$ cat src/design/ffa_ram.sv
// generic single-port ram with registered read
// no dependencies
`default_nettype none
module ffa_ram #(
  parameter int unsigned Width = 8,
  parameter int unsigned Depth = 16
) (
  input  wire logic                     clk_i,
  input  wire logic                     we_i,
  input  wire logic [$clog2(Depth)-1:0] addr_i,
  input  wire logic [Width-1:0]         wdata_i,
  output logic      [Width-1:0]         rdata_o
);
  logic [Width-1:0] mem [Depth];
  always_ff @(posedge clk_i) begin
    if (we_i) begin
      mem[addr_i] <= wdata_i;
    end
    rdata_o <= mem[addr_i];
  end
endmodule
`default_nettype wire
$ cat config.mk
export PLATFORM = sky130hd
export DESIGN_NAME = ffa_ram
export DESIGN_NICKNAME = d
export VERILOG_FILES = /design/src/design/ffa_ram.sv
export SDC_FILE = /design/constraint.sdc
export NUM_CORES = 1
export LEC_CHECK = 0
export BUFFER_PORTS_ARGS = -buffer_cell sky130_fd_sc_hd__buf_2
export CAP_MARGIN = 10
export CELL_PAD_IN_SITES_DETAIL_PLACEMENT = 0
export CELL_PAD_IN_SITES_GLOBAL_PLACEMENT = 1
export CORE_MARGIN = 2
export CORE_UTILIZATION = 30
export CTS_CLUSTER_DIAMETER = 100
export CTS_CLUSTER_SIZE = 10
export DETAILED_ROUTE_END_ITERATION = 12
export GPL_TIMING_DRIVEN = 0
export PLACE_DENSITY_LB_ADDON = 0.05
export REMOVE_ABC_BUFFERS = 1
export SETUP_SLACK_MARGIN = 0.5
export SYNTH_ARGS = -nofsm -noshare
export SYNTH_HDL_FRONTEND = slang
export SYNTH_SLANG_ARGS = --single-unit
export TNS_END_PERCENT = 5
$ cat constraint.sdc
create_clock -name clk_i -period 1.8 [get_ports clk_i]
set_input_delay 0.18 -clock clk_i [delete_from_list [all_inputs] [get_ports clk_i]]
set_output_delay 0.18 -clock clk_i [all_outputs]
set_load 0.03 [all_outputs]
# Word level (Yosys, flattened, before mapping)

Memory sizes are Yosys's and may differ from the RTL's. A register that Yosys moved wholly into a read port is not among the register bits.
Index checks and enable logic that the tools add are counted.

Register bits: 0
Bits in writable memories: 128
Word-level logic and storage cells: 3
Memories kept: 1

Memory list:

| name | depth | width | read ports | clocked after Yosys merged registers in | wr ports | line | RTL |
|---|---|---|---|---|---|---|---|
| mem  | 16    | 8     | 1          | 1                                       | 1        | 14   | `logic [Width-1:0] mem [Depth];` |

Muxes and demuxes: 2

Operators with widths:

| kind             | number |
|---|---|
| 2-to-1 mux 1 bit | 2 |

# Logic depth before layout (Yosys ltp)

Gate-level depths: netlist of run 1.

Word-level depth: 2
Gate-level depth with buffers: 5
Gate-level depth less buffers: 3

# Worst setup path before layout of run 1

Ideal clock, no wire load.

Path kind: input-to-reg
From: in addr_i[2]
To: mem mem[0][0] (enable)
Library setup time: 0.383 ns
Data arrival time: 1.290 ns
Data required time: 1.417 ns
Path slack: 0.127 ns
Stages: 2
Path buffers: 0
Cells stage by stage: or3b_2 > nor3_1

RTL lines:

| item        | line | RTL |
|---|---|---|
| from (decl) | 10   | `input wire logic [$clog2(Depth)-1:0] addr_i,` |
| to (decl)   | 14   |  |

Straight into the memory's write port.

# Worst setup path after layout of run 1

From: in addr_i[2]
To: mem mem[0][2] (enable)

Straight into the memory's write port.

==> run_results.csv, run 1 <==
group,metric,value,unit
worst_setup_path,worst_r2r_startpoint,"mem[3][5]$_DFFE_PP_",
worst_setup_path,slowest_stage,"or3b_2",
clocking,htree_levels,4,
yosys,syn-instance-count,230,
power,power_density,1210,mW/mm²
sta,timing_max_transition_violations_final,0,
sta,report.final.hold_viol_count,0,
cells_and_area,fin_nets,278,
cells_and_area,n_antenna_cell,0,
routing,first_pass_iters,4,
sta,layout_setup_ws,0.423,ns
yosys,synth.distinct_cells,18,
cells_and_area,fill_cells,1522,
power,vdd.ir_drop.worst,0.681,mV
worst_setup_path,cp_slowest_stage_delay,0.60,ns
worst_setup_path,critical_path_class,"in2reg",
sta,fin_skew,0.00518,ns
grt,grt_start_max_net_pins,40,
placement,dpl.cell_count,461,
routing,antenna_left,0,
worst_setup_path,path_max_fanout,8,
min_path,holdCritPathClass,"in2reg",
worst_setup_path,cp-start-kind,"primary input",
min_path,whs_path_depth,1,
sta,finalSetupTns,0,ns
power,p_leak,1.97,nW
floorplan,core_area,0.0165,mm²
sta,tightestPinTransition,0.815,ns
placement,gp_congestion,0.634,
clocking,clock_insertion_delay_worst_skew,0.41,ns
placement,placement_setup_slack,-0.898,ns
routing,routed.top_layer,"met4",
grt,grt_overflow_total,0,
routing,met1Wirelength,5100,µm
yosys,netlist_area,0.00507,mm²
worst_setup_path,cp-end-kind,"flip-flop",
routing,vias,2328,
floorplan,fp.dieArea,0.0179,mm²
cells_and_area,layoutNonFillerInstCount,497,
sta,setup_viol,0,
routing,met3_length,256,µm
min_path,worstHoldEndpoint,"mem[0][4]$_DFFE_PP_",
grt,first_global_vias,2546,
floorplan,die_width,134,µm
grt,grt_antenna_before_repair,0,
routing,routed_via_density,4.68,
routing,avgRoutedWirePerCell,22.0,µm
floorplan,height_of_the_die,134,µm
yosys,synth.ff_latch_count,136,
clocking,cts-buffers-inserted,17,
floorplan,io-pin-count,22,
routing,post-route-drc-count,0,
worst_setup_path,r2r_cells,3,
cells_and_area,layout.cells.most_common,"edfxtp_1",
sta,final.min_clock_period,1.38,ns
worst_setup_path,worst-endpoint-arrival,1.43,ns
min_path,hp-start,"wdata_i[4]",
floorplan,floorplan.initialDensity,30.7,%
sta,layout_worst_path_cycle_share,76.5,%
worst_setup_path,cell_chain_critical_path,"buf_2 -> or3b_2 -> nor3_4",
cells_and_area,final_area,0.00619,mm²
grt,wire_length_of_the_first_global_routing_pass,16800,µm
clocking,cts_buffer_depth,2,
routing,drt_wl_total,10900,µm
clocking,cts_tree,"built",
clocking,clock-root-buffer,"clkbuf_16",
cells_and_area,highest_count_cells_in_the_layout_ignoring_fill_and_taps,"128 x edfxtp_1, 32 x mux4_2, 19 x buf_2",
sta,highest_clock_frequency_the_design_can_meet,726,MHz
cells_and_area,drive_above_1_share,38.3,%
grt,grtUsageTotal,13.5,%
clocking,clk_pin_slew_worst_paths,0.06,ns
status,status,"complete, no violations",
yosys,synth-warning-count,0,
sta,max_slew_margin,45.6,%
placement,detailed_place_hpwl,6380,µm
worst_setup_path,required_time_at_the_worst_slack_endpoint,1.85,ns
clocking,clkSinkCount,136,
placement,placement.cell_area,0.00542,mm²
routing,drt_iter0_markers,216,
yosys,synth_seq_area_share,79.0,%
flow_run,maxCapViolations,0,
worst_setup_path,reg2reg_slack,0.44,ns
placement,io_buffers,21,
routing,routed_met2_length,5340,µm
yosys,postSynthAreaPerCell,22.0,µm²
sta,grt_setup_unrepaired,"yes",
worst_setup_path,worst_r2r_endpoint,"rdata_o[5]$_DFF_P_",
cells_and_area,syn_to_final_growth,22.1,%
floorplan,rows,47,
## stage by stage
step / total power, mW / util, % / hold WS, ns
final: 7.46 / 37.4 / 0.160
after global routing: 7.71 / 37.4 / 0.162
after CTS: 7.54 / 37.2 / 0.142
after detailed placement: 4.00 / 32.8 / 0.586
after global placement: 3.99 / 32.6 / 0.574
after floorplan: 3.81 / - / 0.279
## how the worst max path moves through the flow
stage              start                    to  slack [ns]
2_1_floorplan  addr_i[2]   mem[0][0]$_DFFE_PP_        0.13
3_3_place_gp   addr_i[0]   mem[9][7]$_DFFE_PP_       -1.19
3_5_place_dp   addr_i[1]  mem[10][5]$_DFFE_PP_       -0.90
4_1_cts        addr_i[3]   mem[4][3]$_DFFE_PP_        0.36
5_1_grt        addr_i[2]   mem[0][6]$_DFFE_PP_        0.38
6_report       addr_i[2]   mem[0][2]$_DFFE_PP_        0.42
## state kept, by name, summed over array words and instances, names as in the netlist
name	flops
rdata_o	8
mem	128
## power by group
part / internal [mW] / switching, mW
logic: 0.137 / 0.251
registers: 3.54 / 0.0151
clock network: 2.27 / 1.25
## per-layer routing
metal	global-route usage, %	vias to the layer above
met2	20.8	37
li1	-	1036
met5	0	-
met3	3.67	16
met4	6.15	0
met1	18.0	1239
## critical path, delay by kind of cell
kind                   cells  cell delay [ns]
buffers and inverters      1             0.16
and+or+nand+nor            2             1.08
## cell type report
type	count	area, µm²	share of cell area (%)
multi-input combinational	83	1140	18.4
clock inverter	10	124	2.00
tap	220	275	4.45
sequential	136	4000	64.7
timing repair buffer	26	171	2.77
clock buffer	22	474	7.66
## kinds of logic after synthesis
family,share of synthesized area (%)
compound gates,2.37
buf+inv,1.19
flops,79.0
mux,14.2
simple gates,3.21
## cells in the mapped netlist (all sizes together)
library cell | n | share of area, %
nand2 | 9 | 0.67
nor2 | 13 | 0.96
a22oi | 16 | 2.4
nand2b | 2 | 0.25
and2 | 1 | 0.12
buf | 8 | 0.94
dfxtp | 8 | 3.2
nor3 | 4 | 0.40
nand3b | 2 | 0.30
mux4 | 32 | 14
nor2b | 2 | 0.25
nand3 | 1 | 0.099
or3b | 1 | 0.17
edfxtp | 128 | 76
clkbuf | 3 | 0.25
## what timing repair did
action / 4_1_cts / 5_1_grt
setup endpoints to repair: 134 / 112
hold buffers: 0 / 0
pin swaps: 1 / 1
setup buffers: 3 / 1
gates resized for setup: 30 / 3
No activity file was read; power rests on OpenSTA's default activity.
==> run 2: changes to the inputs <==
Clock period 1.8 ns to 1.1 ns, I/O delays scaled along.
==> run 2 against run 1 <==
Compared with the run above:
- highest routed layer unchanged
- utilization grew 1.5 points
- register-to-register slack got worse by 0.61 ns
- power up 65%
- count of clock-buffer cells in the layout is the same
- sequential cell count unchanged
- via count increased by 1.1%
- global-route usage rose by 0.092 points
- non-clock buffer count increased by 4
- final area rose by 3.9%
- the run now ends with negative setup slack left
- critical path depth did not move
- clock power up 64%
- routed wire length up 0.82%
==> run_results.csv, run 2 (synthesized netlist as in run 1, its figures left out) <==
group,metric,value,unit
grt,first_global_vias,2596,
cells_and_area,final_area,0.00643,mm²
sta,setup_viol,8,
routing,routed_via_density,4.70,
cells_and_area,largest_register,"mem",
worst_setup_path,path_buf_inv,0,
cells_and_area,n_antenna_cell,0,
grt,grt_antenna_before_repair,0,
floorplan,height_of_the_die,134,µm
sta,layout_worst_path_cycle_share,115,%
routing,vias,2354,
placement,placement.cell_area,0.00542,mm²
grt,grtUsageTotal,13.6,%
grt,grtUsageMet1,17.9,%
placement,io_buffers,21,
worst_setup_path,required_time_at_the_worst_slack_endpoint,1.39,ns
min_path,whs_path_depth,1,
routing,drt_wl_total,11000,µm
worst_setup_path,slowest_stage,"mux4_2",
cells_and_area,max_reg_flops,128,
sta,grt_setup_unrepaired,"yes",
sta,report.final.hold_viol_count,0,
worst_setup_path,cp-end-kind,"flip-flop",
sta,finalSetupTns,-1.17,ns
sta,highest_clock_frequency_the_design_can_meet,788,MHz
worst_setup_path,path_max_fanout,1,
cells_and_area,highest_count_cells_in_the_layout_ignoring_fill_and_taps,"128 x edfxtp_1, 32 x mux4_2, 17 x clkbuf_16",
status,status,"complete, but fails checks",
worst_setup_path,cell_chain_critical_path,"mux4_2 -> a22oi_2 -> nand2_1",
routing,drt_iter0_markers,197,
clocking,cts_tree,"built",
worst_setup_path,cp_slowest_stage_delay,0.49,ns
worst_setup_path,cp_num_cells,3,
clocking,clk_pin_slew_worst_paths,0.06,ns
grt,grt_start_max_net_pins,40,
floorplan,io-pin-count,22,
grt,wire_length_of_the_first_global_routing_pass,17000,µm
clocking,clock_insertion_delay_worst_skew,0.41,ns
floorplan,floorplan.initialDensity,30.7,%
status,failed_checks,"negative setup slack",
clocking,htree_levels,4,
cells_and_area,layout.cells.most_common,"edfxtp_1",
floorplan,fp.dieArea,0.0179,mm²
placement,dpl.cell_count,461,
routing,post-route-drc-count,0,
power,power_density,1920,mW/mm²
min_path,holdCritPathClass,"in2reg",
grt,gr-usage-met3,3.67,%
placement,detailed_place_hpwl,6380,µm
floorplan,rows,47,
power,p_leak,2.06,nW
power,vdd.ir_drop.worst,1.02,mV
sta,layout_setup_ws,-0.168,ns
placement,gp_congestion,0.634,
clocking,cts-buffers-inserted,17,
sta,timing_max_transition_violations_final,0,
worst_setup_path,cp_top_family,"multiplexers",
routing,avgRoutedWirePerCell,22.0,µm
routing,first_pass_iters,4,
floorplan,core_area,0.0165,mm²
flow_run,maxCapViolations,0,
sta,max_slew_margin,38.8,%
routing,antenna_left,0,
worst_setup_path,critical_path_class,"reg2reg",
clocking,clock-root-buffer,"clkbuf_16",
cells_and_area,syn_to_final_growth,26.9,%
sta,final.min_clock_period,1.27,ns
cells_and_area,layoutNonFillerInstCount,501,
cells_and_area,drive_above_1_share,42.7,%
cells_and_area,largestRegisters,"mem (128), rdata_o (8)",
grt,top_usage_layer,"met2",
grt,grt_overflow_total,0,
sta,tightestPinTransition,0.916,ns
worst_setup_path,r2r_cells,3,
sta,fin_skew,0.00373,ns
clocking,cts_buffer_depth,2,
cells_and_area,fin_nets,282,
grt,met2_usage,21.3,%
worst_setup_path,worst-endpoint-arrival,1.56,ns
clocking,clkSinkCount,136,
floorplan,die_width,134,µm
worst_setup_path,cp-start-kind,"flip-flop",
-- run 2: final timing paths --
check,start,endpoint,slack (ns)
max,mem[11][3]$_DFFE_PP_,rdata_o[3]$_DFF_P_,-0.17
min,wdata_i[0],mem[7][0]$_DFFE_PP_,0.09
max reg2reg,mem[11][3]$_DFFE_PP_,rdata_o[3]$_DFF_P_,-0.17
min reg2reg,mem[15][5]$_DFFE_PP_,rdata_o[5]$_DFF_P_,0.67
-- run 2: cell type report --
class / count / area (µm²)
clock buffer: 22 / 474
tap: 220 / 275
multi-input combinational: 83 / 1220
sequential: 136 / 4000
clock inverter: 10 / 124
timing repair buffer: 30 / 338
fill: 1501 / 10100
-- run 2: what timing repair did --
item                       CTS  global route
gates resized for setup     74             9
setup endpoints to repair  144           144
buffers inserted             8             0
pin swaps                   21            16
hold buffers                 0             0
-- run 2: layer usage --
| layer | wire length, µm | vias to the layer above |
|---|---|---|
| met3 | 398 | 16 |
| met1 | 4920 | 1246 |
| met4 | 213 | 0 |
| met2 | 5480 | 49 |
| li1 | - | 1043 |
| met5 | 0 | - |
-- run 2: report_power, final --
part	switching, mW	internal [mW]
clock network	2.05	3.71
logic	0.433	0.313
registers	0.0332	5.80
-- run 2: through the flow --
step	setup WS, ns	hold slack [ns]	power (mW)	utilization (%)
4_1_cts	-0.193	0.0720	12.5	38.7
3_5_place_dp	-1.53	0.516	6.54	32.8
3_3_place_gp	-1.82	0.504	6.53	32.6
2_1_floorplan	-0.503	0.209	6.23	-
6_report	-0.168	0.0864	12.3	38.9
5_1_grt	-0.240	0.0892	12.7	38.9
